`src/design/lrsl_pkg.sv`:
```
// ----------------------------------------------------------------------------
// lrsl_pkg
// Shared types, constants and address tables for the seconds ring level block.
// ----------------------------------------------------------------------------
package lrsl_pkg;

    // Ring geometry
    localparam int RING_POSITIONS = 60;
    localparam int TICK_COUNT     = 12;
    localparam int TICK_SPACING   = RING_POSITIONS / TICK_COUNT;
    localparam int RING_LAST      = RING_POSITIONS - 1;

    // floor(pos / TICK_SPACING) as (pos * TICK_RECIP) >> TICK_RECIP_SHIFT, exact below 64
    localparam int TICK_RECIP_SHIFT = 6;
    localparam int TICK_RECIP       = ((1 << TICK_RECIP_SHIFT) + TICK_SPACING - 1) / TICK_SPACING;

    // floor(r / 15) as (r * DIV15_RECIP) >> DIV15_SHIFT, exact for r below 1499
    localparam int DIV15_SHIFT = 14;
    localparam int DIV15_RECIP = 1093;

    // Brightness codes (2048 is full scale)
    localparam logic [11:0] LEVEL_FULL = 12'd2048;
    localparam logic [11:0] LEVEL_DIM  = 12'd512;
    localparam logic [11:0] LEVEL_OFF  = 12'd0;

    // Register indexes on the APB port
    localparam logic REG_TICK_MODE = 1'b0;
    localparam logic REG_DOT_STYLE = 1'b1;

    typedef enum logic [1:0] {
        TICK_TRACK = 2'd0,
        TICK_OFF   = 2'd1,
        TICK_ON    = 2'd2,
        TICK_DIM   = 2'd3
    } tick_sel_t;

    typedef enum logic [2:0] {
        SEC_FILL   = 3'd0,
        SEC_SINGLE = 3'd1,
        SEC_SHORT  = 3'd2,
        SEC_MEDIUM = 3'd3,
        SEC_LONG   = 3'd4
    } dot_style_t;

    // Configuration handed from the register file to the datapath
    typedef struct packed {
        tick_sel_t  tick_mode;
        dot_style_t dot_style;
    } cfg_t;

    // One result transaction
    typedef struct packed {
        logic [7:0]  second_led;
        logic [7:0]  pair_led;
        logic [11:0] second_level;
        logic [7:0]  tick_led;
        logic [11:0] tick_level;
        logic        tick_valid;
    } res_t;

    localparam logic [7:0] TICK_ADDR [0:TICK_COUNT-1] = '{
        8'd235, 8'd226, 8'd26, 8'd10, 8'd90, 8'd106,
        8'd111, 8'd101, 8'd153, 8'd169, 8'd218, 8'd234
    };

    // Dot pairs, two entries per position; track mode swaps in the hour LED
    localparam logic [7:0] DOT_TRACK [0:2*RING_POSITIONS-1] = '{
        8'd236, 8'd235, 8'd231, 8'd231, 8'd230, 8'd230, 8'd229, 8'd229,
        8'd228, 8'd228, 8'd227, 8'd226, 8'd225, 8'd225, 8'd248, 8'd248,
        8'd250, 8'd250, 8'd249, 8'd249, 8'd24,  8'd26,  8'd25,  8'd25,
        8'd40,  8'd40,  8'd42,  8'd42,  8'd41,  8'd41,  8'd8,   8'd10,
        8'd9,   8'd9,   8'd56,  8'd56,  8'd58,  8'd58,  8'd57,  8'd57,
        8'd88,  8'd90,  8'd89,  8'd89,  8'd72,  8'd72,  8'd74,  8'd74,
        8'd104, 8'd104, 8'd105, 8'd106, 8'd107, 8'd107, 8'd108, 8'd108,
        8'd109, 8'd109, 8'd110, 8'd110, 8'd96,  8'd111, 8'd97,  8'd97,
        8'd98,  8'd98,  8'd99,  8'd99,  8'd100, 8'd100, 8'd102, 8'd101,
        8'd103, 8'd103, 8'd121, 8'd121, 8'd122, 8'd122, 8'd120, 8'd120,
        8'd154, 8'd153, 8'd152, 8'd152, 8'd137, 8'd137, 8'd138, 8'd138,
        8'd136, 8'd136, 8'd170, 8'd169, 8'd168, 8'd168, 8'd185, 8'd185,
        8'd184, 8'd184, 8'd217, 8'd217, 8'd216, 8'd218, 8'd201, 8'd201,
        8'd202, 8'd202, 8'd200, 8'd200, 8'd232, 8'd232, 8'd233, 8'd234,
        8'd224, 8'd224, 8'd239, 8'd239, 8'd238, 8'd238, 8'd237, 8'd237
    };

    localparam logic [7:0] DOT_PLAIN [0:2*RING_POSITIONS-1] = '{
        8'd236, 8'd236, 8'd231, 8'd231, 8'd230, 8'd230, 8'd229, 8'd229,
        8'd228, 8'd228, 8'd227, 8'd227, 8'd225, 8'd225, 8'd248, 8'd248,
        8'd250, 8'd250, 8'd249, 8'd249, 8'd24,  8'd24,  8'd25,  8'd25,
        8'd40,  8'd40,  8'd42,  8'd42,  8'd41,  8'd41,  8'd8,   8'd8,
        8'd9,   8'd9,   8'd56,  8'd56,  8'd58,  8'd58,  8'd57,  8'd57,
        8'd88,  8'd88,  8'd89,  8'd89,  8'd72,  8'd72,  8'd74,  8'd74,
        8'd104, 8'd104, 8'd105, 8'd105, 8'd107, 8'd107, 8'd108, 8'd108,
        8'd109, 8'd109, 8'd110, 8'd110, 8'd96,  8'd96,  8'd97,  8'd97,
        8'd98,  8'd98,  8'd99,  8'd99,  8'd100, 8'd100, 8'd102, 8'd102,
        8'd103, 8'd103, 8'd121, 8'd121, 8'd122, 8'd122, 8'd120, 8'd120,
        8'd154, 8'd154, 8'd152, 8'd152, 8'd137, 8'd137, 8'd138, 8'd138,
        8'd136, 8'd136, 8'd170, 8'd170, 8'd168, 8'd168, 8'd185, 8'd185,
        8'd184, 8'd184, 8'd217, 8'd217, 8'd216, 8'd216, 8'd201, 8'd201,
        8'd202, 8'd202, 8'd200, 8'd200, 8'd232, 8'd232, 8'd233, 8'd233,
        8'd224, 8'd224, 8'd239, 8'd239, 8'd238, 8'd238, 8'd237, 8'd237
    };

endpackage

```
`src/design/lrsl_cfg_regs.sv`:
```
// ----------------------------------------------------------------------------
// lrsl_cfg_regs
// APB register file holding the tick mode and the seconds mode.
// ----------------------------------------------------------------------------
module lrsl_cfg_regs (
    input  logic          aclk,
    input  logic          aresetn,
    input  logic          psel,
    input  logic          penable,
    input  logic          pwrite,
    input  logic [2:0]    paddr,
    input  logic [31:0]   pwdata,
    output logic [31:0]   prdata,
    output logic          pready,
    output lrsl_pkg::cfg_t cfg
);
    import lrsl_pkg::*;

    tick_sel_t  tick_mode_reg;
    dot_style_t dot_style_reg;
    logic       wr_en;

    assign pready = 1'b1;
    assign wr_en  = psel && penable && pwrite && pready;

    // Register writes, word index in paddr[2]
    always_ff @(posedge aclk) begin
        if (!aresetn) begin
            tick_mode_reg <= TICK_DIM;
            dot_style_reg <= SEC_LONG;
        end else if (wr_en) begin
            if (paddr[2] == REG_TICK_MODE) begin
                tick_mode_reg <= tick_sel_t'(pwdata[1:0]);
            end else begin
                dot_style_reg <= dot_style_t'(pwdata[2:0]);
            end
        end
    end

    // Read mux
    always_comb begin
        prdata = '0;
        if (paddr[2] == REG_TICK_MODE) begin
            prdata[1:0] = tick_mode_reg;
        end else begin
            prdata[2:0] = dot_style_reg;
        end
    end

    assign cfg.tick_mode = tick_mode_reg;
    assign cfg.dot_style = dot_style_reg;

endmodule

```
`src/design/lrsl_seconds.sv`:
```
// ----------------------------------------------------------------------------
// lrsl_seconds
// Dot pair lookup and seconds brightness for one ring position.
// ----------------------------------------------------------------------------
module lrsl_seconds (
    input  lrsl_pkg::cfg_t cfg,
    input  logic [5:0]     cur,
    input  logic [5:0]     pos,
    output logic [7:0]     second_led,
    output logic [7:0]     pair_led,
    output logic [11:0]    second_level
);
    import lrsl_pkg::*;

    logic [6:0]  idx_lo;
    logic [6:0]  idx_hi;
    logic [6:0]  age_wide;
    logic [5:0]  age;
    logic [5:0]  tail_len;
    logic [7:0]  whole_mult;
    logic [1:0]  frac_shift;
    logic [12:0] whole_part;
    logic [8:0]  frac_num;
    logic [19:0] frac_prod;
    logic [12:0] drop;

    // Address pair from the table chosen by tick mode
    assign idx_lo = {pos, 1'b0};
    assign idx_hi = {pos, 1'b1};
    assign second_led = (cfg.tick_mode == TICK_TRACK) ? DOT_TRACK[idx_lo] : DOT_PLAIN[idx_lo];
    assign pair_led   = (cfg.tick_mode == TICK_TRACK) ? DOT_TRACK[idx_hi] : DOT_PLAIN[idx_hi];

    // Age of this position behind the current second, modulo the ring
    assign age_wide = (cur >= pos) ? ({1'b0, cur} - {1'b0, pos})
                                   : ({1'b0, cur} + 7'(RING_POSITIONS) - {1'b0, pos});
    assign age      = age_wide[5:0];

    // age*2048/L = age*(2048 div 15 scaled) + floor(age*rem/15)
    always_comb begin
        case (cfg.dot_style)
            SEC_SHORT: begin
                tail_len   = 6'd15;
                whole_mult = 8'd136;
                frac_shift = 2'd3;
            end
            SEC_MEDIUM: begin
                tail_len   = 6'd30;
                whole_mult = 8'd68;
                frac_shift = 2'd2;
            end
            default: begin
                tail_len   = 6'd60;
                whole_mult = 8'd34;
                frac_shift = 2'd1;
            end
        endcase
    end

    assign whole_part = 13'(age) * 13'(whole_mult);
    assign frac_num   = 9'({3'b000, age} << frac_shift);
    assign frac_prod  = 20'(frac_num) * 20'(DIV15_RECIP);
    assign drop       = whole_part + 13'(frac_prod[19:DIV15_SHIFT]);

    // Level by seconds mode
    always_comb begin
        case (cfg.dot_style)
            SEC_FILL:   second_level = (pos <= cur) ? LEVEL_FULL : LEVEL_DIM;
            SEC_SINGLE: second_level = (pos == cur) ? LEVEL_FULL : LEVEL_DIM;
            default: begin
                if (age >= tail_len) begin
                    second_level = LEVEL_OFF;
                end else begin
                    second_level = LEVEL_FULL - drop[11:0];
                end
            end
        endcase
    end

endmodule

```
`src/design/lrsl_tick.sv`:
```
// ----------------------------------------------------------------------------
// lrsl_tick
// Hour tick detection, tick LED lookup and tick brightness.
// ----------------------------------------------------------------------------
module lrsl_tick (
    input  lrsl_pkg::cfg_t cfg,
    input  logic [5:0]     pos,
    output logic [7:0]     tick_led,
    output logic [11:0]    tick_level,
    output logic           tick_valid
);
    import lrsl_pkg::*;

    logic [9:0] quot_prod;
    logic [3:0] tick_idx;
    logic [6:0] tick_pos;
    logic       on_tick;
    logic       shown;

    // pos / spacing by reciprocal; a tick sits where the product comes back exact
    assign quot_prod = 10'(pos) * 10'(TICK_RECIP);
    assign tick_idx  = quot_prod[TICK_RECIP_SHIFT +: 4];
    assign tick_pos  = 7'(tick_idx) * 7'(TICK_SPACING);
    assign on_tick   = (tick_pos == {1'b0, pos});
    assign shown     = (cfg.tick_mode == TICK_ON) || (cfg.tick_mode == TICK_DIM);

    always_comb begin
        tick_led   = 8'd0;
        tick_level = LEVEL_OFF;
        tick_valid = 1'b0;
        if (shown && on_tick) begin
            tick_led   = TICK_ADDR[tick_idx];
            tick_level = (cfg.tick_mode == TICK_ON) ? LEVEL_FULL : LEVEL_DIM;
            tick_valid = 1'b1;
        end
    end

endmodule

```
`src/design/led_ring_seconds_level.sv`:
```
// ----------------------------------------------------------------------------
// led_ring_seconds_level
// Seconds ring LED addresses and brightness for one queried position.
// ----------------------------------------------------------------------------
// Each query (current second, ring position) returns one result in the cycle
// after it is accepted; a new query is taken every cycle while s_tready is high, and
// the result register holds its transaction while m_tready is low, stalling s_tready.
// Inputs above 59 saturate to 59. Levels are linear, 2048 = full, 512 = dim. The user
// writes the registers tick_mode (0x0) and dot style (0x4) only while idle; not enforced.
// ----------------------------------------------------------------------------
module led_ring_seconds_level (
    input  logic        aclk,
    input  logic        aresetn,
    // APB configuration port
    input  logic        psel,
    input  logic        penable,
    input  logic        pwrite,
    input  logic [2:0]  paddr,
    input  logic [31:0] pwdata,
    output logic [31:0] prdata,
    output logic        pready,
    // query stream
    input  logic        s_tvalid,
    output logic        s_tready,
    input  logic [15:0] s_tdata,  // [5:0] shown second, [11:6] position, [15:12] zero
    // result stream
    output logic        m_tvalid,
    input  logic        m_tready,
    output logic [47:0] m_tdata,  // [7:0] second_led, [15:8] pair_led, [27:16] second_level,
                                  // [35:28] tick_led, [47:36] tick_level
    output logic        m_tuser   // [0] tick_valid
);
    import lrsl_pkg::*;

    cfg_t       cfg;
    res_t       res_next;
    res_t       res_reg;
    logic       valid_reg;
    logic       valid_next;
    logic [5:0] cur_sat;
    logic [5:0] pos_sat;
    logic       take;

    lrsl_cfg_regs u_cfg (
        .aclk    (aclk),
        .aresetn (aresetn),
        .psel    (psel),
        .penable (penable),
        .pwrite  (pwrite),
        .paddr   (paddr),
        .pwdata  (pwdata),
        .prdata  (prdata),
        .pready  (pready),
        .cfg     (cfg)
    );

    // Saturate inputs to the last ring position
    assign cur_sat = (s_tdata[5:0]  > 6'(RING_LAST)) ? 6'(RING_LAST) : s_tdata[5:0];
    assign pos_sat = (s_tdata[11:6] > 6'(RING_LAST)) ? 6'(RING_LAST) : s_tdata[11:6];

    lrsl_seconds u_seconds (
        .cfg          (cfg),
        .cur          (cur_sat),
        .pos          (pos_sat),
        .second_led   (res_next.second_led),
        .pair_led     (res_next.pair_led),
        .second_level (res_next.second_level)
    );

    lrsl_tick u_tick (
        .cfg        (cfg),
        .pos        (pos_sat),
        .tick_led   (res_next.tick_led),
        .tick_level (res_next.tick_level),
        .tick_valid (res_next.tick_valid)
    );

    // Result register: load when empty or being drained
    assign s_tready   = !valid_reg || m_tready;
    assign take       = s_tvalid && s_tready;
    assign valid_next = take ? 1'b1 : (valid_reg && !m_tready);

    always_ff @(posedge aclk) begin
        if (!aresetn) begin
            valid_reg <= 1'b0;
        end else begin
            valid_reg <= valid_next;
        end
    end

    always_ff @(posedge aclk) begin
        if (take) begin
            res_reg <= res_next;
        end
    end

    assign m_tvalid = valid_reg;
    assign m_tdata  = {res_reg.tick_level, res_reg.tick_led, res_reg.second_level,
                       res_reg.pair_led, res_reg.second_led};
    assign m_tuser  = res_reg.tick_valid;

    // Checks
    a_reset_empty: assert property (@(posedge aclk) !aresetn |=> !m_tvalid)
        else $error("result valid right after reset");

    a_level_range: assert property (@(posedge aclk) disable iff (!aresetn)
        m_tvalid |-> (m_tdata[27:16] <= LEVEL_FULL))
        else $error("second level above full scale");

    a_tick_level: assert property (@(posedge aclk) disable iff (!aresetn)
        (m_tvalid && m_tuser) |-> (m_tdata[47:36] == LEVEL_FULL || m_tdata[47:36] == LEVEL_DIM))
        else $error("driven tick has a bad level");

    a_tick_idle: assert property (@(posedge aclk) disable iff (!aresetn)
        (m_tvalid && !m_tuser) |-> (m_tdata[47:28] == 20'd0))
        else $error("tick fields set without a tick");

endmodule
```
`config.mk`:
```
export PLATFORM = sky130hd
export DESIGN_NAME = led_ring_seconds_level
export DESIGN_NICKNAME = d
export VERILOG_FILES = /design/src/design/lrsl_pkg.sv /design/src/design/lrsl_cfg_regs.sv /design/src/design/lrsl_seconds.sv /design/src/design/lrsl_tick.sv /design/src/design/led_ring_seconds_level.sv
export SDC_FILE = /design/constraint.sdc
export NUM_CORES = 1
export LEC_CHECK = 0
export ABC_CLOCK_PERIOD_IN_PS = 10800
export BUFFER_PORTS_ARGS = -buffer_cell sky130_fd_sc_hd__buf_2
export CORE_ASPECT_RATIO = 1.5
export CORE_UTILIZATION = 55
export CTS_BUF_LIST = sky130_fd_sc_hd__clkbuf_16
export DETAILED_ROUTE_END_ITERATION = 16
export GPL_TIMING_DRIVEN = 0
export PLACE_DENSITY = 0.81
export REMOVE_ABC_BUFFERS = 1
export SLEW_MARGIN = 25
export SYNTH_ARGS = -nofsm -noshare
export SYNTH_HDL_FRONTEND = slang
export SYNTH_SLANG_ARGS = --single-unit
```
`constraint.sdc`:
```
create_clock -name aclk -period 10.8 [get_ports aclk]
set_input_delay 0 -clock aclk [delete_from_list [all_inputs] [get_ports aclk]]
set_output_delay 0 -clock aclk [all_outputs]
set_load 0.05 [all_outputs]
```
== Word-level counts from Yosys, hierarchy flattened ==
Memory sizes are Yosys's and may differ from the RTL's. A register that Yosys moved wholly into a read port is not among the register bits.
Index checks and enable logic that the tools add are counted.

* Memories: 5
* Memory bits (read-only): 4224
* Output and inout bits: 84
* Input port bits: 58
* Word-level logic and storage cells: 80
* Bits in registers: 47

{| class="wikitable"
|+ Memories
! memory !! words !! width !! read ports !! clocked after memory_dff !! write ports !! RTL line !! source
|-
| (name not given) || 128 || 8 || 1 || 0 || 0 || lrsl_seconds.sv:31 || <nowiki>assign pair_led = (cfg.tick_mode == TICK_TRACK) ? DOT_TRACK[idx_hi] : DOT_PLAIN[idx_hi];</nowiki>
|-
| (name not given) || 128 || 8 || 1 || 0 || 0 || lrsl_seconds.sv:31 ||
|-
| (name not given) || 128 || 8 || 1 || 0 || 0 || lrsl_seconds.sv:30 || <nowiki>assign second_led = (cfg.tick_mode == TICK_TRACK) ? DOT_TRACK[idx_lo] : DOT_PLAIN[idx_lo];</nowiki>
|-
| (name not given) || 128 || 8 || 1 || 0 || 0 || lrsl_seconds.sv:30 ||
|-
| (name not given) || 16 || 8 || 1 || 1 || 0 || lrsl_tick.sv:32 || <nowiki>tick_led = TICK_ADDR[tick_idx];</nowiki>
|}

* Add/sub/neg operators: 5
* Multiply operators: 4
* Multiplexer cells: 25
* Reduce and logical (&&, ||, !) cells: 14
* Shifts and indexed selects: 1
* Order comparisons: 7
* Bitwise gates (word level): 4
* Equal/unequal tests: 7

{| class="wikitable"
|+ Operators by type and width
! cell !! count
|-
| $mux W8 || 10
|-
| $mux W12 || 4
|-
| $pmux W12 S2 || 1
|-
| $mul A9 B11 Y20 const B || 1
|-
| $mux W6 || 3
|-
| $ge A8 B8 Y1 const B || 2
|-
| $not A7 Y8 || 2
|-
| $pmux W8 S2 || 1
|-
| $add A12 B6 Y12 || 1
|-
| $ge A6 B6 Y1 || 2
|-
| $gt A6 B6 Y1 const B || 2
|-
| $mul A6 B8 Y12 || 1
|-
| $pmux W6 S2 || 1
|-
| $sub A12 B12 Y12 const A || 1
|-
| $sub A6 B6 Y6 || 2
|-
| $mul A6 B4 Y10 const B || 1
|-
| $shl A6 B2 Y9 || 1
|-
| $eq A7 B6 Y1 || 1
|-
| $mul A4 B3 Y7 const B || 1
|-
| $add A6 B6 Y6 const B || 1
|-
| $eq A3 B2 Y1 const B || 2
|-
| $eq A6 B6 Y1 || 1
|-
| $le A6 B6 Y1 || 1
|-
| $logic_and A1 B1 Y1 || 5
|-
| 12 further kinds || 19
|}

== Logic depth before layout (Yosys ltp) ==
* Depth in word-level cells: 11
* Gate-level depth with buffers: 43
* Mapped depth without buffers: 42

== Cells and area by module ==
A second synthesis with hierarchy kept.

* Cells, all modules: 761
* Area total of the unflattened synthesis: 6859.1 µm²

{| class="wikitable"
|+ Modules (own cells, without submodules)
! module !! seq. area each (µm²) !! cells each !! area each (µm²) !! times used
|-
| lrsl_seconds || 0.0 || 496 || 3706.1 || 1
|-
| led_ring_seconds_level || 1491.4 || 70 || 1609.0 || 1
|-
| lrsl_tick || 0.0 || 136 || 1041.0 || 1
|-
| lrsl_cfg_regs || 100.1 || 59 || 503.0 || 1
|}

== Worst setup path before layout ==
Ideal clock, no wire load.

* Path kind: input -> register
* From: input s_tdata[10]
* To: register res_reg (netlist bit m_tdata[27]), data pin
* Library setup time: 0.273 ns
* Stages on the path: 37
* Slack: 2.595 ns
* Path buffers: 0
* Data required time: 10.527 ns
* Data arrival time: 7.932 ns
* Path through: ha_1 and3_4 nor2_1 ha_1 inv_1 fa_1 ha_1 o2111ai_1 o2111ai_1 a21o_1 xor2_2 a21oi_1 ha_1 inv_1 fa_1 fa_1 inv_1 ha_1 ha_1 a21oi_1 nor2b_1 o21ai_0 a21oi_1 a211oi_1 nor3_1 ha_1 fa_1 fa_1 inv_1 fa_1 ha_1 nand2_1 o21ai_1 o41ai_1 o21ai_0 xnor2_1 o32ai_1

{| class="wikitable"
|+ RTL lines
! element !! RTL line !! source
|-
| start: declaration || led_ring_seconds_level.sv:25 || <nowiki>input logic [15:0] s_tdata,</nowiki>
|-
| end signal: assignment || led_ring_seconds_level.sv:93 || <nowiki>res_reg <= res_next;</nowiki>
|-
| end: declaration || led_ring_seconds_level.sv:37 || <nowiki>res_t res_reg;</nowiki>
|}

==> results.cfg <==
[worst_setup_path]
cp.arrival_ns = 9.37
crit_required_ns = 10.83
critical_path_class = primary input to register
cp_slowest_cell = nor2_1
reg2reg_to = m_tdata[27]
path_buf_inv = 5
critPathTopFamily = adder cells
r2r-start = u_cfg.dot_style_reg[1]
crit_fanout = 18
worstSetupStartpointType = primary input
rr_worst_depth = 28
cp_common_cell = ha_1
cp-end-kind = register
r2r_slack_ns = 3.08
crit_path_max_incr_delay_ns = 0.70

[timing]
skew_ns = 0.00687
hold_viol = 0
slew_headroom_pct = 38.3
fmax_mhz = 107
finalSetupTns_ns = 0
min_period_ns = 9.34
setup_violations = 0
grt_setup_unrepaired = false
fin_crit_sh_pct = 86.5
worstMarginPinSlew_ns = 0.921
slew_viol_final = 0

[clock_network]
h-tree-depth = 2
clk_path_buf_depth = 2
cts_sinks = 42
cts_tree = built
cts_buffers = 5
clk_latency_ns = 0.29
clkTransAtPathRegs_ns = 0.07
cts-resized-gates = 0
clockRootBuffer = clkbuf_16

[power_and_ir_drop]
pwr-share-clk_pct = 11.1
p_int_mw = 0.706
peakVddDrop_v = 0.000115
switching_power_mw = 0.682
p_sw_share_pct = 49.1
power_frac_seq_pct = 18.3
pwr-share-comb_pct = 70.5
leakagePower_nw = 3.30
power.density_nw_per_um2 = 205

[finish]
layout_commonest_cell = ha_1
fin_nets = 973
drive_gt1_share_pct = 13.6
fin_cells = 920
largest_reg_flops = 35
final_cell_mix = ha_1 (111), inv_1 (102), buf_2 (66)
n_antenna_cell = 0
syn2layout_area_growth_pct = 7.56

[place]
place.detailed.hpwl_um = 10000
gp_congestion = 0.874
placed_cells = 905
port_buffers = 66

[route]
drc_errors = 0
drt_iter0_markers = 247
vias_per_cell = 5.42
drtAntennaViolNets = 0
wl_per_cell_um = 13.7
vias = 4989
firstDrtPassIters = 5
drt-total-wl_um = 12600

[logic_synthesis]
synthMuxAreaShare_pct = 2.31
synth-seq-cells = 42
synth-edff-count = 36
ys.flop_type = edfxtp_1
synth_area_um2 = 6290
synth_compound_area_share_pct = 14.9
synthCells = 720
synth_seq_area_share_pct = 19.1
yosysWarnings = 0
synth_area_per_cell_um2 = 8.74
synth_fa_ha_area_share_pct = 32.3
ys_types = 72
synthXorXnorAreaFrac_pct = 5.25
synth-simple-area-share_pct = 12.3
synth_top_family_by_area = adder cells
async_flop_share_pct = 0

[grt]
grt_max_degree = 42
grt_use_total_pct = 22.6
globalRoute.totalOverflow = 0
antenna_found_initial = 0
grt_pass1_vias = 4802
grt_pass1_wl_um = 21300

[floorplan]
initial_core_util_pct = 56.6
dieArea_um2 = 11900
die_y_um = 133
num_rows = 47
die_w_um = 89.3
num_io_pins = 142
core_area_um2 = 11100

[status]
status = complete, no violations

[hold_path]
hold_class = primary input to register
whs_path_depth = 3
holdCritStartpoint = m_tready
min_to = m_tvalid

[flow_run]
max_cap_violations = 0
## layout make-up
cell class / instances / area [um2]
multi-input cells: 538 / 4380
fillers: 987 / 4350
flip-flops and latches: 42 / 1200
repair buffers: 75 / 435
inverters: 110 / 414
well taps: 147 / 184
clock buffers: 5 / 125
clock inverters: 3 / 23.8
## routing by layer
layer,GRT usage [%],vias up,routed length [um]
li1,-,2467,-
met1,26.8,2322,5230
met4,10.1,0,420
met5,0,-,0
met3,2.18,38,482
met2,40.2,162,6480
## power by group through the flow
stage          Combinational, mW  Sequential (mW)  Clock, mW
6_report                   0.979            0.254      0.154
3_5_place_dp               0.974            0.258          0
3_3_place_gp               0.939            0.258          0
5_1_grt                     1.12            0.259      0.161
2_1_floorplan              0.676            0.374          0
4_1_cts                    0.985            0.255      0.156
## synthesized netlist by cell type (all sizes together) (4+ instances only)
| master | number | share of area (%) |
|---|---|---|
| nand2b | 4 | 0.40 |
| and3 | 4 | 0.48 |
| ha | 111 | 22 |
| a31oi | 5 | 0.50 |
| clkbuf | 22 | 1.3 |
| o21ai | 26 | 2.1 |
| nor2 | 52 | 3.1 |
| edfxtp | 36 | 17 |
| nor3 | 16 | 1.4 |
| or2 | 4 | 0.44 |
| and2 | 6 | 0.60 |
| fa | 32 | 10 |
| xor2 | 8 | 1.2 |
| nor2b | 9 | 0.89 |
| o211ai | 12 | 1.4 |
| xnor2 | 25 | 4.0 |
| mux2i | 10 | 1.6 |
| nand2 | 46 | 2.7 |
| buf | 49 | 5.9 |
| inv | 108 | 6.4 |
| a211oi | 9 | 1.2 |
| nand3 | 11 | 0.87 |
| nand4 | 4 | 0.40 |
| a21oi | 44 | 3.6 |
| dfxtp | 6 | 1.9 |
| mux2 | 4 | 0.72 |
| a21o | 10 | 1.2 |
## worst reg2reg max path, delay by kind of cell (launching register included)
kind / cells / cell delay (ns)
compound gates: 9 / 2.09
xor+xnor: 1 / 0.18
fa+ha+maj: 10 / 3.44
buf+inv: 4 / 0.57
flops: 1 / 0.39
simple gates: 4 / 0.79
## timing repair
item	CTS	global route
endpoints found under the hold margin	5	0
setup buffers	0	0
hold buffers	7	0
## worst max path at each step
stage,start,endpoint,slack [ns],cells after the start
global route,s_tdata[9],m_tdata[27],0.76,38
detailed placement,s_tdata[10],m_tdata[27],1.15,38
global placement,s_tdata[10],m_tdata[27],1.21,38
CTS,s_tdata[10],m_tdata[27],1.44,38
finish,s_tdata[10],m_tdata[27],1.46,38
floorplan,s_tdata[10],m_tdata[27],2.56,37
## stage by stage
stage	power, mW	utilization [%]	hold WS (ns)	setup WS [ns]	area (um2)
detailed placement	1.23	58.9	0.218	1.15	6550
global placement	1.20	58.6	0.217	1.21	6510
finish	1.39	60.9	0.0764	1.46	6770
CTS	1.40	60.9	0.0517	1.44	6770
floorplan	1.05	-	0.0619	2.56	5990
global route	1.54	60.9	0.123	0.758	6770
## cells by family (layout without fill, tap and decap cells)
kind of cell | after synthesis | in the layout
simple gates | 164 | 164
compound gates | 141 | 141
mux | 14 | 14
buf+inv | 181 | 193
xor+xnor | 33 | 33
other cells | 2 | 43
fa+ha+maj | 143 | 143
flops | 42 | 42
Note: power is estimated with default switching activity, not from simulation.
